`src/sv/rat_pkg.sv`:
```
package rat_pkg;

    // Table size and the widths that follow from it.
    localparam int ALARM_SLOTS = 16;
    localparam int SLOT_W      = (ALARM_SLOTS > 1) ? $clog2(ALARM_SLOTS) : 1;
    localparam int CNT_W       = $clog2(ALARM_SLOTS + 1);

    // Fixed field widths.
    localparam int REQ_W    = 3;
    localparam int HOUR_W   = 5;
    localparam int MIN_W    = 6;
    localparam int SEC_W    = 6;
    localparam int SLOTF_W  = 4;
    localparam int MASK_W   = 16;
    localparam int STATUS_W = 2;
    localparam int TIME_W   = HOUR_W + MIN_W + SEC_W;
    localparam int ENTRY_W  = TIME_W + 1;

    localparam int HOURS_PER_DAY = 24;
    localparam int MINS_PER_HOUR = 60;
    localparam int SECS_PER_MIN  = 60;

    // Request codes on the input channel.
    localparam logic [REQ_W-1:0] REQ_TICK  = 3'd0;
    localparam logic [REQ_W-1:0] REQ_SET   = 3'd1;
    localparam logic [REQ_W-1:0] REQ_ADD   = 3'd2;
    localparam logic [REQ_W-1:0] REQ_DEL   = 3'd3;
    localparam logic [REQ_W-1:0] REQ_CLEAR = 3'd4;

    // Status codes on the result channel.
    localparam logic [STATUS_W-1:0] ST_OK    = 2'd0;
    localparam logic [STATUS_W-1:0] ST_FULL  = 2'd1;
    localparam logic [STATUS_W-1:0] ST_EMPTY = 2'd2;
    localparam logic [STATUS_W-1:0] ST_RANGE = 2'd3;

    // Internal command codes, after classification.
    localparam int CMD_W = 3;
    localparam logic [CMD_W-1:0] CMD_TICK   = 3'd0;
    localparam logic [CMD_W-1:0] CMD_SET    = 3'd1;
    localparam logic [CMD_W-1:0] CMD_ADD    = 3'd2;
    localparam logic [CMD_W-1:0] CMD_DEL    = 3'd3;
    localparam logic [CMD_W-1:0] CMD_CLEAR  = 3'd4;
    localparam logic [CMD_W-1:0] CMD_REJECT = 3'd5;

    // Command queue between the front and the back.
    localparam int CMDQ_DEPTH = 2;
    localparam int QPTR_W     = (CMDQ_DEPTH > 1) ? $clog2(CMDQ_DEPTH) : 1;
    localparam int QCNT_W     = $clog2(CMDQ_DEPTH + 1);

    typedef struct packed {
        logic [REQ_W-1:0]   req_type;
        logic [HOUR_W-1:0]  hour;
        logic [MIN_W-1:0]   minute;
        logic [SEC_W-1:0]   second;
        logic [SLOTF_W-1:0] slot;
        logic               already_fired;
    } in_t;

    typedef struct packed {
        logic [HOUR_W-1:0]   cur_hour;
        logic [MIN_W-1:0]    cur_minute;
        logic [SEC_W-1:0]    cur_second;
        logic [MASK_W-1:0]   fired_mask;
        logic [SLOTF_W-1:0]  slot_used;
        logic [STATUS_W-1:0] status;
    } out_t;

    typedef struct packed {
        logic [CMD_W-1:0]    op;
        logic [HOUR_W-1:0]   hour;
        logic [MIN_W-1:0]    minute;
        logic [SEC_W-1:0]    second;
        logic [SLOT_W-1:0]   slot;
        logic                fired;
        logic [STATUS_W-1:0] status;
    } cmd_t;

    function automatic logic [TIME_W-1:0] pack_time(
        input logic [HOUR_W-1:0] h,
        input logic [MIN_W-1:0]  m,
        input logic [SEC_W-1:0]  s
    );
        return {h, m, s};
    endfunction

endpackage

```
`src/sv/rat_ram.sv`:
```
module rat_ram #(
    parameter int WIDTH = 8,
    parameter int DEPTH = 16,
    parameter int AW    = (DEPTH > 1) ? $clog2(DEPTH) : 1
) (
    input  logic             aclk,
    input  logic             wr_en,
    input  logic [AW-1:0]    wr_addr,
    input  logic [WIDTH-1:0] wr_data,
    input  logic [AW-1:0]    rd_addr,
    output logic [WIDTH-1:0] rd_data
);

    logic [WIDTH-1:0] mem_reg [DEPTH];

    always_ff @(posedge aclk) begin
        if (wr_en) begin
            mem_reg[wr_addr] <= wr_data;
        end
        rd_data <= mem_reg[rd_addr];
    end

endmodule

```
`src/sv/rat_front.sv`:
```
module rat_front (
    input  logic         s_valid,
    output logic         s_ready,
    input  rat_pkg::in_t s_data,
    output logic         push_valid,
    input  logic         push_ready,
    output rat_pkg::cmd_t push_cmd
);

    logic range_ok;
    logic slot_ok;

    // Every time field must name a real time of day.
    assign range_ok = (s_data.hour < rat_pkg::HOUR_W'(rat_pkg::HOURS_PER_DAY))
                   && (s_data.minute < rat_pkg::MIN_W'(rat_pkg::MINS_PER_HOUR))
                   && (s_data.second < rat_pkg::SEC_W'(rat_pkg::SECS_PER_MIN));
    assign slot_ok  = int'(s_data.slot) < rat_pkg::ALARM_SLOTS;

    assign push_valid = s_valid;
    assign s_ready    = push_ready;

    always_comb begin
        push_cmd.hour   = s_data.hour;
        push_cmd.minute = s_data.minute;
        push_cmd.second = s_data.second;
        push_cmd.slot   = rat_pkg::SLOT_W'(s_data.slot);
        push_cmd.fired  = s_data.already_fired;
        push_cmd.status = rat_pkg::ST_OK;
        push_cmd.op     = rat_pkg::CMD_REJECT;
        unique case (s_data.req_type)
            rat_pkg::REQ_TICK: begin
                push_cmd.op = rat_pkg::CMD_TICK;
            end
            rat_pkg::REQ_SET: begin
                if (range_ok) begin
                    push_cmd.op = rat_pkg::CMD_SET;
                end else begin
                    push_cmd.status = rat_pkg::ST_RANGE;
                end
            end
            rat_pkg::REQ_ADD: begin
                if (range_ok) begin
                    push_cmd.op = rat_pkg::CMD_ADD;
                end else begin
                    push_cmd.status = rat_pkg::ST_RANGE;
                end
            end
            rat_pkg::REQ_DEL: begin
                if (slot_ok) begin
                    push_cmd.op = rat_pkg::CMD_DEL;
                end else begin
                    push_cmd.status = rat_pkg::ST_EMPTY;
                end
            end
            rat_pkg::REQ_CLEAR: begin
                push_cmd.op = rat_pkg::CMD_CLEAR;
            end
            default: begin
                push_cmd.status = rat_pkg::ST_RANGE;
            end
        endcase
    end

endmodule

```
`src/sv/rat_cmd_queue.sv`:
```
module rat_cmd_queue (
    input  logic          aclk,
    input  logic          aresetn,
    input  logic          in_valid,
    output logic          in_ready,
    input  rat_pkg::cmd_t in_cmd,
    output logic          out_valid,
    input  logic          out_ready,
    output rat_pkg::cmd_t out_cmd
);

    rat_pkg::cmd_t entry_reg [rat_pkg::CMDQ_DEPTH];
    logic [rat_pkg::QPTR_W-1:0] wr_ptr_reg, wr_ptr_next;
    logic [rat_pkg::QPTR_W-1:0] rd_ptr_reg, rd_ptr_next;
    logic [rat_pkg::QCNT_W-1:0] count_reg, count_next;
    logic push;
    logic pop;

    assign in_ready  = count_reg != rat_pkg::QCNT_W'(rat_pkg::CMDQ_DEPTH);
    assign out_valid = count_reg != '0;
    assign out_cmd   = entry_reg[rd_ptr_reg];
    assign push      = in_valid && in_ready;
    assign pop       = out_valid && out_ready;

    always_comb begin
        wr_ptr_next = wr_ptr_reg;
        rd_ptr_next = rd_ptr_reg;
        count_next  = count_reg;
        if (push) begin
            if (wr_ptr_reg == rat_pkg::QPTR_W'(rat_pkg::CMDQ_DEPTH - 1)) begin
                wr_ptr_next = '0;
            end else begin
                wr_ptr_next = wr_ptr_reg + 1'b1;
            end
        end
        if (pop) begin
            if (rd_ptr_reg == rat_pkg::QPTR_W'(rat_pkg::CMDQ_DEPTH - 1)) begin
                rd_ptr_next = '0;
            end else begin
                rd_ptr_next = rd_ptr_reg + 1'b1;
            end
        end
        if (push && !pop) begin
            count_next = count_reg + 1'b1;
        end else if (pop && !push) begin
            count_next = count_reg - 1'b1;
        end
    end

    always_ff @(posedge aclk) begin
        if (!aresetn) begin
            wr_ptr_reg <= '0;
            rd_ptr_reg <= '0;
            count_reg  <= '0;
        end else begin
            wr_ptr_reg <= wr_ptr_next;
            rd_ptr_reg <= rd_ptr_next;
            count_reg  <= count_next;
        end
    end

    always_ff @(posedge aclk) begin
        if (push) begin
            entry_reg[wr_ptr_reg] <= in_cmd;
        end
    end

endmodule

```
`src/sv/rat_back.sv`:
```
module rat_back (
    input  logic          aclk,
    input  logic          aresetn,
    input  logic          cmd_valid,
    output logic          cmd_ready,
    input  rat_pkg::cmd_t cmd,
    output logic          m_valid,
    input  logic          m_ready,
    output rat_pkg::out_t m_data
);

    localparam logic [1:0] ST_IDLE = 2'd0;
    localparam logic [1:0] ST_TICK = 2'd1;
    localparam logic [1:0] ST_ADD  = 2'd2;

    logic [1:0]                     state_reg, state_next;
    logic [rat_pkg::CNT_W-1:0]      cnt_reg, cnt_next;
    logic                           pend_reg, pend_next;
    logic [rat_pkg::SLOT_W-1:0]     pidx_reg, pidx_next;
    logic [rat_pkg::ALARM_SLOTS-1:0] valid_reg, valid_next;
    logic [rat_pkg::HOUR_W-1:0]     hour_reg, hour_next;
    logic [rat_pkg::MIN_W-1:0]      minute_reg, minute_next;
    logic [rat_pkg::SEC_W-1:0]      second_reg, second_next;
    logic [rat_pkg::MASK_W-1:0]     mask_reg, mask_next;
    rat_pkg::cmd_t                  cmd_reg, cmd_next;
    rat_pkg::out_t                  res_reg, res_next;
    logic                           m_valid_reg, m_valid_next;

    logic [rat_pkg::HOUR_W-1:0]  tick_hour;
    logic [rat_pkg::MIN_W-1:0]   tick_minute;
    logic [rat_pkg::SEC_W-1:0]   tick_second;
    logic [rat_pkg::TIME_W-1:0]  now;
    logic [rat_pkg::SLOT_W-1:0]  cnt_idx;
    logic                        out_free;
    logic                        walk_end;

    logic                         wr_en;
    logic [rat_pkg::SLOT_W-1:0]   wr_addr;
    logic [rat_pkg::ENTRY_W-1:0]  wr_data;
    logic [rat_pkg::ENTRY_W-1:0]  rd_data;

    // Entry layout: done mark on top of the packed alarm time.
    rat_ram #(
        .WIDTH (rat_pkg::ENTRY_W),
        .DEPTH (rat_pkg::ALARM_SLOTS),
        .AW    (rat_pkg::SLOT_W)
    ) u_alarm_ram (
        .aclk    (aclk),
        .wr_en   (wr_en),
        .wr_addr (wr_addr),
        .wr_data (wr_data),
        .rd_addr (cnt_idx),
        .rd_data (rd_data)
    );

    assign cnt_idx  = cnt_reg[rat_pkg::SLOT_W-1:0];
    assign walk_end = cnt_reg == rat_pkg::CNT_W'(rat_pkg::ALARM_SLOTS);
    assign out_free = !m_valid_reg || m_ready;
    assign now      = rat_pkg::pack_time(hour_reg, minute_reg, second_reg);
    assign m_valid  = m_valid_reg;
    assign m_data   = res_reg;

    // One second on, with carries into minutes and hours.
    always_comb begin
        tick_hour   = hour_reg;
        tick_minute = minute_reg;
        tick_second = second_reg + 1'b1;
        if (second_reg == rat_pkg::SEC_W'(rat_pkg::SECS_PER_MIN - 1)) begin
            tick_second = '0;
            tick_minute = minute_reg + 1'b1;
            if (minute_reg == rat_pkg::MIN_W'(rat_pkg::MINS_PER_HOUR - 1)) begin
                tick_minute = '0;
                tick_hour   = hour_reg + 1'b1;
                if (hour_reg == rat_pkg::HOUR_W'(rat_pkg::HOURS_PER_DAY - 1)) begin
                    tick_hour = '0;
                end
            end
        end
    end

    always_comb begin
        state_next   = state_reg;
        cnt_next     = cnt_reg;
        pend_next    = pend_reg;
        pidx_next    = pidx_reg;
        valid_next   = valid_reg;
        hour_next    = hour_reg;
        minute_next  = minute_reg;
        second_next  = second_reg;
        mask_next    = mask_reg;
        cmd_next     = cmd_reg;
        res_next     = res_reg;
        m_valid_next = m_valid_reg;
        cmd_ready    = 1'b0;
        wr_en        = 1'b0;
        wr_addr      = pidx_reg;
        wr_data      = {1'b1, rd_data[rat_pkg::TIME_W-1:0]};

        if (m_valid_reg && m_ready) begin
            m_valid_next = 1'b0;
        end

        unique case (state_reg)
            ST_IDLE: begin
                if (cmd_valid && out_free) begin
                    cmd_ready           = 1'b1;
                    cmd_next            = cmd;
                    res_next.fired_mask = '0;
                    res_next.slot_used  = '0;
                    res_next.status     = rat_pkg::ST_OK;
                    m_valid_next        = 1'b1;
                    unique case (cmd.op)
                        rat_pkg::CMD_TICK: begin
                            hour_next    = tick_hour;
                            minute_next  = tick_minute;
                            second_next  = tick_second;
                            cnt_next     = '0;
                            pend_next    = 1'b0;
                            mask_next    = '0;
                            m_valid_next = 1'b0;
                            state_next   = ST_TICK;
                        end
                        rat_pkg::CMD_SET: begin
                            hour_next   = cmd.hour;
                            minute_next = cmd.minute;
                            second_next = cmd.second;
                        end
                        rat_pkg::CMD_ADD: begin
                            cnt_next     = '0;
                            m_valid_next = 1'b0;
                            state_next   = ST_ADD;
                        end
                        rat_pkg::CMD_DEL: begin
                            if (valid_reg[cmd.slot]) begin
                                valid_next[cmd.slot] = 1'b0;
                            end else begin
                                res_next.status = rat_pkg::ST_EMPTY;
                            end
                        end
                        rat_pkg::CMD_CLEAR: begin
                            valid_next = '0;
                        end
                        default: begin
                            res_next.status = cmd.status;
                        end
                    endcase
                    res_next.cur_hour   = hour_next;
                    res_next.cur_minute = minute_next;
                    res_next.cur_second = second_next;
                end
            end
            ST_TICK: begin
                // The entry read in the previous cycle is checked against the new time.
                if (pend_reg && valid_reg[pidx_reg] && !rd_data[rat_pkg::TIME_W]
                        && rd_data[rat_pkg::TIME_W-1:0] == now) begin
                    wr_en = 1'b1;
                    if (int'(pidx_reg) < rat_pkg::MASK_W) begin
                        mask_next[4'(pidx_reg)] = 1'b1;
                    end
                end
                if (walk_end) begin
                    pend_next           = 1'b0;
                    state_next          = ST_IDLE;
                    m_valid_next        = 1'b1;
                    res_next.cur_hour   = hour_reg;
                    res_next.cur_minute = minute_reg;
                    res_next.cur_second = second_reg;
                    res_next.fired_mask = mask_next;
                    res_next.slot_used  = '0;
                    res_next.status     = rat_pkg::ST_OK;
                end else begin
                    pend_next = 1'b1;
                    pidx_next = cnt_idx;
                    cnt_next  = cnt_reg + 1'b1;
                end
            end
            ST_ADD: begin
                res_next.cur_hour   = hour_reg;
                res_next.cur_minute = minute_reg;
                res_next.cur_second = second_reg;
                res_next.fired_mask = '0;
                res_next.slot_used  = '0;
                if (walk_end) begin
                    res_next.status = rat_pkg::ST_FULL;
                    m_valid_next    = 1'b1;
                    state_next      = ST_IDLE;
                end else if (!valid_reg[cnt_idx]) begin
                    wr_en               = 1'b1;
                    wr_addr             = cnt_idx;
                    wr_data             = {cmd_reg.fired,
                                           rat_pkg::pack_time(cmd_reg.hour, cmd_reg.minute,
                                                              cmd_reg.second)};
                    valid_next[cnt_idx] = 1'b1;
                    res_next.slot_used  = rat_pkg::SLOTF_W'(cnt_idx);
                    res_next.status     = rat_pkg::ST_OK;
                    m_valid_next        = 1'b1;
                    state_next          = ST_IDLE;
                end else begin
                    cnt_next = cnt_reg + 1'b1;
                end
            end
            default: begin
                state_next = ST_IDLE;
            end
        endcase
    end

    always_ff @(posedge aclk) begin
        if (!aresetn) begin
            state_reg   <= ST_IDLE;
            cnt_reg     <= '0;
            pend_reg    <= 1'b0;
            valid_reg   <= '0;
            hour_reg    <= '0;
            minute_reg  <= '0;
            second_reg  <= '0;
            m_valid_reg <= 1'b0;
        end else begin
            state_reg   <= state_next;
            cnt_reg     <= cnt_next;
            pend_reg    <= pend_next;
            valid_reg   <= valid_next;
            hour_reg    <= hour_next;
            minute_reg  <= minute_next;
            second_reg  <= second_next;
            m_valid_reg <= m_valid_next;
        end
    end

    always_ff @(posedge aclk) begin
        pidx_reg <= pidx_next;
        mask_reg <= mask_next;
        cmd_reg  <= cmd_next;
        res_reg  <= res_next;
    end

    // A walk only starts once the result register is free, so it stays empty throughout.
    a_walk_no_result: assert property (@(posedge aclk) disable iff (!aresetn)
        (state_reg != ST_IDLE) |-> !m_valid_reg)
        else $error("result pending while a table walk is in progress");

    a_cnt_bound: assert property (@(posedge aclk) disable iff (!aresetn)
        cnt_reg <= rat_pkg::CNT_W'(rat_pkg::ALARM_SLOTS))
        else $error("slot counter ran past the table");

    a_tick_first_read: assert property (@(posedge aclk) disable iff (!aresetn)
        (state_reg == ST_TICK && !pend_reg) |-> cnt_reg == '0)
        else $error("tick walk lost a pending read");

    a_full_means_full: assert property (@(posedge aclk) disable iff (!aresetn)
        (m_valid_reg && res_reg.status == rat_pkg::ST_FULL) |-> (&valid_reg))
        else $error("table reported full with a free slot");

endmodule

```
`src/sv/rtc_alarm_table.sv`:
```
// Channel   Ports                     Payload           Role
// request   s_valid/s_ready/s_data    rat_pkg::in_t     one request item in
// result    m_valid/m_ready/m_data    rat_pkg::out_t    one result item out
//
// Set time, delete, clear and rejected requests finish in the back end without a walk.
// On a tick the back end walks every slot through the alarm memory's single read
// port, one slot a cycle, and compares each live entry with the new time.
// An add walks the valid bits from slot zero up to the first free slot.
// Reset (aresetn low at a clock edge) sets the clock to 00:00:00 and empties the table.
// A two-item command queue lets requests be taken while the back end is busy or a
// result item is waiting for m_ready.
module rtc_alarm_table (
    input  logic          aclk,
    input  logic          aresetn,
    input  logic          s_valid,
    output logic          s_ready,
    input  rat_pkg::in_t  s_data,
    output logic          m_valid,
    input  logic          m_ready,
    output rat_pkg::out_t m_data
);

    // Classified request on its way into the queue.
    logic          push_valid;
    logic          push_ready;
    rat_pkg::cmd_t push_cmd;

    // Head of the queue, offered to the back end.
    logic          pop_valid;
    logic          pop_ready;
    rat_pkg::cmd_t pop_cmd;

    // The front end checks ranges and turns each request item into a command.
    // Range failures and bad slot indices become reject commands that carry
    // their status, so the back end never needs to look at raw fields again.
    rat_front u_front (
        .s_valid    (s_valid),
        .s_ready    (s_ready),
        .s_data     (s_data),
        .push_valid (push_valid),
        .push_ready (push_ready),
        .push_cmd   (push_cmd)
    );

    // The queue decouples acceptance from execution.
    rat_cmd_queue u_queue (
        .aclk      (aclk),
        .aresetn   (aresetn),
        .in_valid  (push_valid),
        .in_ready  (push_ready),
        .in_cmd    (push_cmd),
        .out_valid (pop_valid),
        .out_ready (pop_ready),
        .out_cmd   (pop_cmd)
    );

    // The back end owns the clock, the valid bits and the alarm memory, and
    // holds the result register that drives the result channel.
    rat_back u_back (
        .aclk      (aclk),
        .aresetn   (aresetn),
        .cmd_valid (pop_valid),
        .cmd_ready (pop_ready),
        .cmd       (pop_cmd),
        .m_valid   (m_valid),
        .m_ready   (m_ready),
        .m_data    (m_data)
    );

endmodule

```
`config.mk`:
```
export PLATFORM = sky130hd
export DESIGN_NAME = rtc_alarm_table
export DESIGN_NICKNAME = d
export VERILOG_FILES = /design/src/sv/rat_pkg.sv /design/src/sv/rat_ram.sv /design/src/sv/rat_front.sv /design/src/sv/rat_cmd_queue.sv /design/src/sv/rat_back.sv /design/src/sv/rtc_alarm_table.sv
export SDC_FILE = /design/constraint.sdc
export NUM_CORES = 1
export LEC_CHECK = 0
export BUFFER_PORTS_ARGS = -buffer_cell sky130_fd_sc_hd__buf_2
export CAP_MARGIN = 20
export CORE_ASPECT_RATIO = 1.1
export CORE_MARGIN = 4
export CORE_UTILIZATION = 45
export CTS_BUF_LIST = sky130_fd_sc_hd__clkbuf_4
export DETAILED_ROUTE_END_ITERATION = 8
export PLACE_DENSITY = 0.6
export SLEW_MARGIN = 10
export SYNTH_ARGS = -nofsm -noshare
export SYNTH_HDL_FRONTEND = slang
export SYNTH_SLANG_ARGS = --single-unit
```
`constraint.sdc`:
```
create_clock -name aclk -period 5.1 [get_ports aclk]
set_input_delay 0.255 -clock aclk [delete_from_list [all_inputs] [get_ports aclk]]
set_output_delay 0.255 -clock aclk [all_outputs]
set_load 0.005 [all_outputs]
```
Word level (Yosys, flattened, before mapping):

Memory sizes are Yosys's and may differ from the RTL's. A register that Yosys moved wholly into a read port is not among the register bits.
Index checks and enable logic that the tools add are counted.
Widths: inputs -> output; s select.

* register bits: 123
* memory bits (writable): 342
* input port bits: 29
* output and inout bits: 41
* word-level logic and storage cells: 203
* memories: 2

Memories
* u_back.u_alarm_ram.mem_reg: depth 16, bits a word 18, read ports 1, clocked after Yosys merged registers in 1, write ports 1, line rat_ram.sv:14 `logic [WIDTH-1:0] mem_reg [DEPTH];`
* u_queue.entry_reg: depth 2, bits a word 27, read ports 1, clocked after Yosys merged registers in 1, write ports 1, line rat_cmd_queue.sv:12 `rat_pkg::cmd_t entry_reg [rat_pkg::CMDQ_DEPTH];`

* $add $sub $neg: 8
* magnitude comparators: 9
* equality and inequality tests: 28
* muxes and demuxes: 89
* bitwise operators: 5
* reduce and logical (&&, ||, !) cells: 39

Operators with widths (number)
* $pmux 39 s3: 1
* $mux 16: 7
* $pmux 16 s2: 3
* $mux 39: 2
* $mux 18: 3
* $mux 5: 8
* $or 16x16->16: 2
* $mux 1: 28
* $mux 6: 4
* $pmux 6 s2: 2
* $mux 2: 9
* $eq 17x17->1: 1
* $and 16x16->16: 1
* $mux 4: 4
* $not 16->16: 1
* $lt 4x5->1 const B: 3
* $pmux 3 s5: 1
* $pmux 5 s3: 1
* $logic_and 1x1->1: 14
* $add 6x1->6 const B: 2
* $bmux 1 s4: 3
* $demux 1 s4: 3
* $eq 3x2->1 const B: 4
* $eq 6x6->1 const B: 2
* other kinds (36): 69

Depth between registers and ports, before layout:

Gate-level depths: netlist of the first run.

* depth after elaboration: 10
* gate-level depth with buffers: 11
* mapped depth without buffers: 8

Hierarchy:

Synthesis of the first run repeated with hierarchy kept, for this count alone.

* cells, all modules: 1288
* area, all modules: 20457.1 sq um

By module, submodules not included
* rat_ram: instances 1, cells each 482, area each 11322.1 sq um, sequential area each 9008.6 sq um
* rat_back: instances 1, cells each 660, area each 6673.9 sq um, sequential area each 3153.0 sq um
* rat_cmd_queue: instances 1, cells each 108, area each 2188.3 sq um, sequential area each 1721.7 sq um
* rat_front: instances 1, cells each 38, area each 272.8 sq um, sequential area each 0.0 sq um

Worst setup path before layout of the first run:

OpenSTA, ideal clock, no wires.

* path type: register -> register
* from: register u_back.cnt_reg[1] (netlist bit)
* to: register u_back.res_reg (netlist bit u_back.m_data[10]), enable pin
* setup time: 0.431 ns
* arrival: 3.302 ns
* data required time: 4.669 ns
* setup slack: 1.367 ns
* cell stages (with the launch flop): 9
* path buffers: 3
* clock period less this slack: 3.733 ns
* cells stage by stage: dfxtp_1 buf_4 clkbuf_1 inv_1 ha_1 and3_1 clkbuf_1 nor2_1 nor2_1

* cells in the longest elaborated chain, start to end: 3

RTL lines
* from (decl): line rat_back.sv:17 `logic [rat_pkg::CNT_W-1:0] cnt_reg, cnt_next;`
* from (signal assigned): line rat_back.sv:220 `cnt_reg <= cnt_next;`
* $eq 5x5->1: line rat_back.sv:57 `assign walk_end = cnt_reg == rat_pkg::CNT_W'(rat_pkg::ALARM_SLOTS);`
* $ne 2x1->1 (no source line)
* $reduce_and 3->1 (no source line)
* to (signal assigned): line rat_back.sv:234 `res_reg <= res_next;`
* to (decl): line rat_back.sv:26 `rat_pkg::out_t res_reg, res_next;`

Every way passes these cells.
A chain may end at the register's enable or synchronous reset.

Worst setup path after layout of the first run:

* from: register u_back.cnt_reg[1] (netlist bit)
* to: memory u_back.u_alarm_ram.mem_reg[10][1] (netlist bit), enable pin

* cells in the longest elaborated chain, start to end: 7
* elaborated cells between the ends (all ways): 11
* those cells by class: eq/ne: 1; mux: 10

RTL lines
* $bmux 1 s4: line rat_back.sv:187 `end else if (!valid_reg[cnt_idx]) begin`
* $mux 1 (implied by the code): line rat_back.sv:187
* $mux 1: line rat_back.sv:187
* $mux 1: line rat_back.sv:183 `if (walk_end) begin`
* $pmux 1 s2: line rat_back.sv:103 `unique case (state_reg)`
* $mux 1: line rat_ram.sv:17 `if (wr_en) begin`
* $mux 1 (implied by the code): line rat_ram.sv:18 `mem_reg[wr_addr] <= wr_data;`
* to (decl): line rat_ram.sv:14

Parallel ways exist; a longest one is shown, timed or not. The select of a mux whose other input is x is not followed.

==> impl_metrics.py, run 1 <==
metrics = {
    "clock_tree": {
        "clk_latency_ns": 0.87,
        "clk_pin_slew_ns": 0.07,
        "cts_buffers": 118,
        "cts_max_path_buffers": 3,
        "cts.sinks": 482,
        "cts_tree": "done",
        "htreeDepth": 3,
        "cts_root_buf": "clkbuf_4",
        "post_cts.repair.setup_buffers": 0,
    },
    "run_status": {
        "status": "completed",
    },
    "finish": {
        "largest_register_ffs": 288,
        "area_delta_synth_final_pct": 14.6,
        "seq_area_um2": 13800,
        "nFillCells": 3601,
        "final_common_cell": "edfxtp_1",
        "nets": 1474,
        "layout_common_cells": "edfxtp_1 (417), clkbuf_4 (187), nand2_1 (110), mux4_2 (103), buf_2 (69)",
        "drive_gt1_frac": 0.309,
        "multi_input_area_um2": 5900,
        "fin_util": 0.526,
        "design_area_um2": 23000,
    },
    "route": {
        "vias": 11900,
        "ant_nets": 0,
        "via_per_inst": 5.66,
        "routedWlPerCell_um": 22.9,
        "wl_um": 48200,
        "drtPass1Iterations": 5,
        "drtIter0Drc": 1035,
        "drcViolationCount": 0,
    },
    "synthesis": {
        "syn-num-nets": 1295,
        "ys_ff_latch": 482,
        "syn-cell-area_um2": 20100,
        "yosysSeqAreaShare": 0.688,
        "synth_cells": 1254,
        "synth-async-reset-ratio": 0,
        "synth_fa_ha_area_frac": 0.00748,
        "synth_top_family_by_area": "multiplexers",
        "yosysTopAreaCell": "edfxtp_1",
        "synth_cell_type_count": 69,
        "synth-xor-area-share": 0.0100,
        "yosys.area_share.simple": 0.0767,
        "synth_compound_area_frac": 0.0642,
        "synth_ff_type": "edfxtp_1",
        "avgSynthCellArea_um2": 16.0,
        "ys_top_cells_by_area": "edfxtp_1 (62%), mux4_2 (12%), dfxtp_1 (6.5%), nand2_1 (2.1%), o21ai_0 (1.6%)",
        "yosys_warnings": 0,
        "synthMuxAreaShare": 0.133,
        "synth_top_area_frac": 0.624,
        "synth_edf_count": 417,
    },
    "sta": {
        "tns_ns": 0,
        "rsz0062_at_grt": "false",
        "setup_viol": 0,
        "slew_headroom": 0.334,
        "slew_violations": 0,
        "tightest_slew_ns": 0.998,
        "finalWorstSetupSlack_ns": 1.46,
        "hold_viol_final": 0,
        "period_needed_ns": 3.64,
        "fin_worst_skew_ns": 0.0671,
        "finalCritPeriodShare": 0.714,
        "fmax_ghz": 0.274,
    },
    "pwr": {
        "total_power_w": 0.0116,
        "p_per_area_nw_per_um2": 503,
        "p_leak_nw": 7.61,
        "max-vdd-ir-drop_mv": 0.412,
    },
    "placement": {
        "pre_cts_slack_ns": 1.48,
        "port_buffers": 69,
        "place_congestion": 0.868,
        "hpwl_um": 30000,
        "placed_area_um2": 21100,
    },
    "worst_setup_path": {
        "startpoint_type": "register",
        "crit_fanout": 26,
        "crit_path_end_kind": "register",
        "cpPeakStageDelay_ns": 0.72,
        "critPathRequiredTime_ns": 5.57,
        "crit_type": "reg -> reg",
        "path_cells": "mux4_2 > mux2i_1 > a22oi_2 > or3_1 > nor3_1 > o21ai_1 > nor2_2 > buf_4",
        "crit_arrival_ns": 4.11,
        "cp_slowest_cell": "or3_1",
    },
    "die": {
        "initial_utilization": 0.459,
        "core_area_um2": 43700,
        "fp-row-count": 80,
        "pin_count": 70,
        "chipHeight_um": 230,
        "die_w_um": 209,
        "dieArea_um2": 48100,
    },
    "global_routing": {
        "grt_pass1_vias": 12100,
        "grt_pass1_wl_um": 73500,
        "grt_use_total": 0.200,
        "grt_max_degree": 69,
        "grt.overflow.total": 0,
        "antenna_found_initial": 1,
    },
    "hold_path": {
        "hold_class": "in -> reg",
    },
    "job": {
        "drv_cap": 0,
    },
}
==> through the flow <==
step                hold WS [ns]  instances
global placement           0.445       1856
floorplan                  0.354       1254
CTS                       0.0367       2105
global route              0.0847       2107
finish                     0.120       2107
detailed placement         0.449       1857
==> final timing paths <==
kind | startpoint | end | slack (ns) | cells after the start
max reg2reg | u_back.cnt_reg[1] | u_back.u_alarm_ram.mem_reg[10][1] | 1.46 | 8
max | u_back.cnt_reg[1] | u_back.u_alarm_ram.mem_reg[10][1] | 1.46 | 8
min | s_data[6] | u_queue.entry_reg[0][8] | 0.12 | 2
min reg2reg | u_back.pend_reg | u_back.pend_reg | 0.52 | 2
==> final cells by class <==
cell class | instances | share of cell area
flip-flops and latches | 482 | 0.601
multi-input cells | 676 | 0.256
clock buffers | 187 | 0.0610
repair buffers | 131 | 0.0393
well taps | 574 | 0.0312
clock inverters | 32 | 0.00696
inverters | 24 | 0.00391
diodes | 1 | 0.000109
==> synthesized netlist by cell type, types with 5 or more instances <==
cell      number
a211oi_1      16
a21oi_1       47
a221oi_1       8
and2_1        22
and3_1         9
buf_1          6
buf_2         15
clkbuf_1      46
dfxtp_1       65
edfxtp_1     417
ha_1          12
inv_1         20
mux2_2        22
mux2i_1        6
mux4_2       103
nand2_1      110
nand2b_1      14
nand3_1        9
nand4_1       22
nor2_1        63
nor2b_1       10
nor3_1        21
o211ai_1      13
o21ai_0       63
o21ai_1        7
or2_2          6
xnor2_1       18
xor2_1         5
==> power by group <==
group          internal [W]  leakage, nW  switching [W]
sequential          0.00521         4.36       0.000332
combinational      0.000944         2.31        0.00188
clock               0.00171        0.939        0.00151
==> worst max-delay path: cells and delay by family, from the launching register on <==
kind	cells	cell delay, ns
buffers and inverters	1	0.39
AO/OA/AOI/OAI	2	0.41
flip-flops	1	0.55
AND/OR/NAND/NOR	3	1.16
multiplexers	2	0.78
==> logic make-up after synthesis <==
family / Yosys count
compound gates: 199
xor+xnor: 23
fa+ha+maj: 12
buf+inv: 96
flops: 482
mux: 133
simple gates: 309
==> timing repair <==
action	in CTS	in global routing
gates resized for setup	0	0
endpoints found under the hold margin	79	0
hold buffers	29	0
==> layer usage <==
metal / routed length [um] / vias up / track usage
met5: 0 / - / 0
met3: 2390 / 73 / 0.0379
met2: 24300 / 371 / 0.330
li1: - / 5388 / -
met1: 20400 / 6096 / 0.268
met4: 1110 / 0 / 0.0700
Power figures use the tool's default switching activity.
==> inputs of run 2 (changes only) <==
- ABC_AREA: unset -> 1
- PLACE_DENSITY: 0.6 -> 0.62
- clock period: 5.1 -> 3.2 ns (I/O delays scaled with it)
==> run 2 against run 1 <==
Synthesized cell count increased by 52%. Clock skew down 0.011 ns. Clock power rose by 52%. Register-to-register slack got worse by 1.1 ns. Clock-buffer cell count is 10 lower. Total power increased by 90%. Non-clock buffer count up 48. Worst setup slack worse by 1.1 ns. Highest routed layer unchanged.
==> impl_metrics.py, run 2 <==
metrics = {
    "run_status": {
        "status": "completed",
    },
    "die": {
        "core_area_um2": 44700,
        "dieArea_um2": 48900,
        "pin_count": 70,
        "die_w_um": 211,
        "initial_utilization": 0.457,
        "fp-row-count": 81,
        "chipHeight_um": 232,
    },
    "synthesis": {
        "ys_top_cells_by_area": "edfxtp_1 (61%), nand2_1 (7.2%), dfxtp_1 (6.4%), o21ai_0 (5.0%), nor2_1 (4.5%)",
        "synth_cells": 1903,
        "synth_edf_count": 417,
        "synth_cell_type_count": 52,
        "synth-async-reset-ratio": 0,
        "ys_top_cells_by_count": "edfxtp_1 (417), nand2_1 (393), nor2_1 (245)",
        "yosysTopAreaCell": "edfxtp_1",
        "synth_ff_type": "edfxtp_1",
        "post-synth-top-count-cell": "edfxtp_1",
        "synthMuxAreaShare": 0.00245,
        "syn-cell-area_um2": 20400,
        "syn-num-nets": 1944,
        "ys_ff_latch": 482,
        "synth_fa_ha_area_frac": 0.00735,
        "synth_top_family_by_area": "simple AND/OR/NAND/NOR gates",
        "yosysSeqAreaShare": 0.676,
        "yosys_warnings": 0,
        "synth-xor-area-share": 0.00514,
        "synth_top_area_frac": 0.613,
        "yosys.area_share.simple": 0.152,
        "avgSynthCellArea_um2": 10.7,
        "synth_compound_area_frac": 0.115,
    },
    "finish": {
        "multi_input_area_um2": 5830,
        "area_delta_synth_final_pct": 15.4,
        "nets": 2155,
        "drive_gt1_frac": 0.178,
        "final_common_cell": "edfxtp_1",
        "fin_util": 0.528,
        "seq_area_um2": 13800,
        "layout_common_cells": "edfxtp_1 (417), nand2_1 (393), nor2_1 (222), o21ai_0 (204), clkbuf_4 (177)",
        "nFillCells": 3992,
        "largest_register_ffs": 288,
        "fin_cells": 2775,
    },
    "pwr": {
        "p_leak_nw": 9.01,
        "combPwrFrac": 0.368,
        "intPower_w": 0.0133,
        "power_frac_clock": 0.221,
        "total_power_w": 0.0220,
        "max-vdd-ir-drop_mv": 0.452,
        "swShare": 0.396,
        "seq_power_share": 0.411,
        "p_per_area_nw_per_um2": 935,
        "p_switching_w": 0.00872,
    },
    "worst_setup_path": {
        "r2r_slack_ns": 0.32,
        "startpoint_type": "register",
        "critPathRequiredTime_ns": 3.68,
        "crit_type": "reg -> reg",
        "crit_arrival_ns": 3.36,
        "r2r_cells": 11,
        "crit_fanout": 18,
        "crit_path_end_kind": "register",
    },
    "placement": {
        "pre_cts_slack_ns": 0.229,
        "port_buffers": 69,
        "hpwl_um": 36700,
        "place_congestion": 0.919,
        "dp.cells": 2533,
    },
    "sta": {
        "period_needed_ns": 2.88,
        "slew_violations": 0,
        "finalCritPeriodShare": 0.899,
        "hold_viol_final": 0,
        "rsz0062_at_grt": "false",
        "fin_worst_skew_ns": 0.0562,
        "tns_ns": 0,
        "setup_viol": 0,
        "tightest_slew_ns": 0.928,
        "slew_headroom": 0.381,
        "finalWorstSetupSlack_ns": 0.323,
        "fmax_ghz": 0.348,
    },
    "route": {
        "drtIter0Drc": 1772,
        "vias": 15300,
        "wl_um": 57400,
        "drtPass1Iterations": 8,
        "routedWlPerCell_um": 20.7,
        "via_per_inst": 5.52,
        "drcViolationCount": 0,
        "ant_nets": 0,
    },
    "clock_tree": {
        "cts.sinks": 482,
        "cts_max_path_buffers": 3,
        "cts_buffers": 119,
        "cts_tree": "done",
        "htreeDepth": 3,
        "clk_latency_ns": 0.86,
        "post_cts.repair.setup_buffers": 0,
        "cts_root_buf": "clkbuf_4",
        "clk_pin_slew_ns": 0.08,
    },
    "global_routing": {
        "grt_pass1_vias": 14900,
        "grt.overflow.total": 0,
        "grt_pass1_wl_um": 88100,
        "grt_use_total": 0.233,
        "antenna_found_initial": 1,
        "grt_max_degree": 151,
    },
    "job": {
        "drv_cap": 0,
    },
    "hold_path": {
        "hold_class": "in -> reg",
        "hold_depth": 2,
    },
}
==> run 2: layer usage <==
layer,track usage,vias up,share of wire
met5,0,-,0
met4,0.0934,0,0.036
met3,0.0406,112,0.074
met2,0.376,687,0.48
met1,0.315,7372,0.41
li1,-,7156,-
==> run 2: path summary, 6_finish.rpt <==
| kind | from | end |
|---|---|---|
| min | s_data[13] | u_queue.entry_reg[1][15] |
| max | u_back.state_reg[1] | u_back.u_alarm_ram.mem_reg[14][17] |
| max reg2reg | u_back.state_reg[1] | u_back.u_alarm_ram.mem_reg[14][17] |
| min reg2reg | u_queue.rd_ptr_reg | register |
==> run 2: logic make-up after synthesis <==
| group | after synthesis |
|---|---|
| buffers and inverters | 213 |
| DFF | 482 |
| adders and majority gates | 12 |
| xor gates and xnor gates | 12 |
| muxes | 5 |
| and+or+nand+nor | 757 |
| AOI/OAI and AO/OA | 422 |
==> run 2: metrics by stage <==
stage / hold WS, ns / instance area, um2
floorplan: 0.259 / 20400
global placement: 0.347 / 21700
detailed placement: 0.353 / 21700
CTS: 0.00301 / 23600
global route: 0.0265 / 23600
finish: 0.0653 / 23600
==> run 2: critical path, stage by stage (launching register included) <==
cell and delay (ns):
dfxtp_1 0.33, inv_1 0.09, ha_1 0.18, nand3b_1 0.10
nor3_1 0.19, nand3_1 0.09, nor2_1 0.23, nand2_1 0.13
a21oi_1 0.31, nand3_1 0.36, nor2_2 0.18, buf_4 0.29
==> run 2: power groups by stage <==
| stage | clock network (W) | registers [W] | logic [W] |
|---|---|---|---|
| after global placement | 0 | 0.00916 | 0.00793 |
| after global routing | 0.00533 | 0.00912 | 0.00893 |
| after CTS | 0.00500 | 0.00905 | 0.00808 |
| after floorplan | 0 | 0.00907 | 0.00486 |
| final | 0.00488 | 0.00905 | 0.00811 |
| after detailed placement | 0 | 0.00918 | 0.00799 |
==> run 2: final cells by class <==
class | count | area share
timing repair buffer | 179 | 0.0551
antenna | 2 | 0.000212
clock buffer | 177 | 0.0563
inverter | 124 | 0.0200
sequential | 482 | 0.586
clock inverter | 22 | 0.00409
multi-input combinational | 1208 | 0.247
tap | 581 | 0.0308
==> run 2: timing repair <==
item	in CTS	in global routing
gates resized for setup	0	1
endpoints found under the hold margin	117	0
hold buffers	41	0
setup endpoints to repair	0	18
==> inputs of run 3 (changes only) <==
- MAX_ROUTING_LAYER: unset -> met4
==> run 3 against run 2 <==
Sequential share of layout area is 0.58 points lower. Critical path depth is the same. Routed wire length increased by 1.7%. Via count grew 1.1%. First-iteration DRC count fell by 3.6%. Combinational power barely moved. Cell area rose by 1.0%. Critical path type unchanged.
==> impl_metrics.py, run 3 (synthesis gave the netlist of run 2 again) <==
metrics = {
    "global_routing": {
        "grt.overflow.total": 0,
        "grt_pass1_wl_um": 89300,
        "grt_use_total": 0.244,
        "antenna_found_initial": 2,
        "grt_max_degree": 151,
        "grt_pass1_vias": 15200,
    },
    "clock_tree": {
        "cts_tree": "done",
        "cts_buffers": 120,
        "htreeDepth": 3,
        "post_cts.repair.setup_buffers": 0,
        "cts_root_buf": "clkbuf_4",
        "clk_latency_ns": 0.89,
        "cts.sinks": 482,
        "cts_max_path_buffers": 3,
        "clk_pin_slew_ns": 0.07,
    },
    "worst_setup_path": {
        "r2r_slack_ns": 0.26,
        "crit_fanout": 18,
        "crit_arrival_ns": 3.46,
        "worstReg2RegEnd": "u_back.u_alarm_ram.mem_reg[12][1]",
        "crit_path_end": "u_back.u_alarm_ram.mem_reg[12][1]",
        "critPathRequiredTime_ns": 3.72,
        "r2r_cells": 11,
        "crit_type": "reg -> reg",
        "crit_path_end_kind": "register",
        "startpoint_type": "register",
        "rr_startpoint": "u_back.state_reg[1]",
        "cp-startpoint": "u_back.state_reg[1]",
    },
    "route": {
        "routedWlPerCell_um": 20.8,
        "ant_nets": 0,
        "vias": 15500,
        "drtIter0Drc": 1708,
        "wl_um": 58300,
        "drcViolationCount": 0,
        "via_per_inst": 5.53,
        "drtPass1Iterations": 5,
    },
    "sta": {
        "rsz0062_at_grt": "false",
        "fin_worst_skew_ns": 0.0716,
        "finalWorstSetupSlack_ns": 0.259,
        "slew_violations": 0,
        "fmax_ghz": 0.340,
        "slew_headroom": 0.387,
        "setup_viol": 0,
        "hold_viol_final": 0,
        "finalCritPeriodShare": 0.919,
        "tns_ns": 0,
        "period_needed_ns": 2.94,
        "tightest_slew_ns": 0.919,
    },
    "pwr": {
        "p_per_area_nw_per_um2": 937,
        "combPwrFrac": 0.363,
        "seq_power_share": 0.406,
        "intPower_w": 0.0135,
        "p_leak_nw": 9.13,
        "power_frac_clock": 0.230,
        "max-vdd-ir-drop_mv": 0.512,
        "p_switching_w": 0.00880,
        "swShare": 0.394,
    },
    "hold_path": {
        "hold_class": "in -> reg",
    },
    "finish": {
        "final_common_cell": "edfxtp_1",
        "multi_input_area_um2": 5830,
        "nets": 2168,
        "layout_common_cells": "edfxtp_1 (417), nand2_1 (393), nor2_1 (222), o21ai_0 (204), clkbuf_4 (177)",
        "largest_register_ffs": 288,
        "drive_gt1_frac": 0.179,
        "seq_area_um2": 13800,
        "fin_util": 0.533,
        "area_delta_synth_final_pct": 16.5,
        "nFillCells": 3989,
    },
    "die": {
        "core_area_um2": 44700,
        "chipHeight_um": 232,
        "die_w_um": 211,
        "fp-row-count": 81,
        "dieArea_um2": 48900,
        "pin_count": 70,
        "initial_utilization": 0.457,
    },
    "run_status": {
        "status": "completed",
    },
    "placement": {
        "pre_cts_slack_ns": 0.110,
        "hpwl_um": 37400,
        "port_buffers": 69,
        "place_congestion": 0.958,
    },
    "job": {
        "drv_cap": 0,
    },
}
-- run 3: cell types whose count changed in the layout (fill, tap and decap cells not counted), moves of 2 or more --
| cell | change |
|---|---|
| bufinv_16 | +2 |
| clkinv_1 | +8 |
| clkinv_2 | +5 |
| clkinvlp_4 | -2 |
| dlygate4sd3_1 | +13 |
-- run 3: cell type report --
| cell class | count | share of cell area |
|---|---|---|
| Sequential cell | 482 | 0.581 |
| Multi-Input combinational cell | 1208 | 0.245 |
| Timing Repair Buffer | 191 | 0.0597 |
| Clock buffer | 177 | 0.0558 |
| Tap cell | 581 | 0.0305 |
| Inverter | 124 | 0.0198 |
| Clock inverter | 36 | 0.00883 |
| Antenna cell | 2 | 0.000210 |
-- run 3: per-stage QoR --
step,area (um2),hold slack [ns],instances,power (W)
after floorplan,20400,0.259,1903,0.0139
after global placement,21700,0.348,2532,0.0171
after detailed placement,21700,0.358,2532,0.0172
after CTS,23800,0.146,2799,0.0224
after global routing,23800,0.224,2801,0.0237
final,23800,0.225,2801,0.0223
-- run 3: worst min-delay path by stage --
| stage | startpoint | endpoint | cells after the start | slack, ns |
|---|---|---|---|---|
| after floorplan | s_data[8] | u_queue.entry_reg[0][10] | 0 | 0.26 |
| after global placement | s_data[17] | u_queue.entry_reg[0][19] | 1 | 0.35 |
| after detailed placement | s_data[11] | u_queue.entry_reg[0][13] | 1 | 0.36 |
| after CTS | s_data[24] | u_queue.entry_reg[1][1] | 4 | 0.15 |
| after global routing | s_data[24] | u_queue.entry_reg[1][1] | 4 | 0.22 |
| final | s_data[24] | u_queue.entry_reg[1][1] | 4 | 0.23 |
-- run 3: power groups by stage --
stage	logic (W)	registers, W	clock network [W]
global route	0.00890	0.00914	0.00561
finish	0.00811	0.00907	0.00514
detailed placement	0.00798	0.00919	0
floorplan	0.00486	0.00907	0
CTS	0.00806	0.00906	0.00527
global placement	0.00791	0.00917	0
-- run 3: what timing repair did --
action | 4_1_cts | 5_1_grt
hold endpoints to repair | 136 | 0
hold buffers | 54 | 0
resized for setup | 0 | 1
endpoints found under the setup margin | 0 | 18
-- run 3: critical path: stages (launching register included) --
cell and delay, ns:
dfxtp_1 0.33, inv_1 0.10, ha_1 0.17, nand3b_1 0.11
nor3_1 0.19, nand3_1 0.09, nor2_1 0.25, nand2_1 0.13
a21oi_1 0.30, nand3_1 0.37, nor2_2 0.19, buf_4 0.30
-- run 3: routing by layer --
metal | vias to the layer above | wire length [um] | GRT usage
met5 | - | 0 | -
met4 | 0 | 1900 | 0.0965
met3 | 105 | 4320 | 0.0384
met2 | 692 | 28100 | 0.387
met1 | 7500 | 24100 | 0.316
li1 | 7194 | - | -
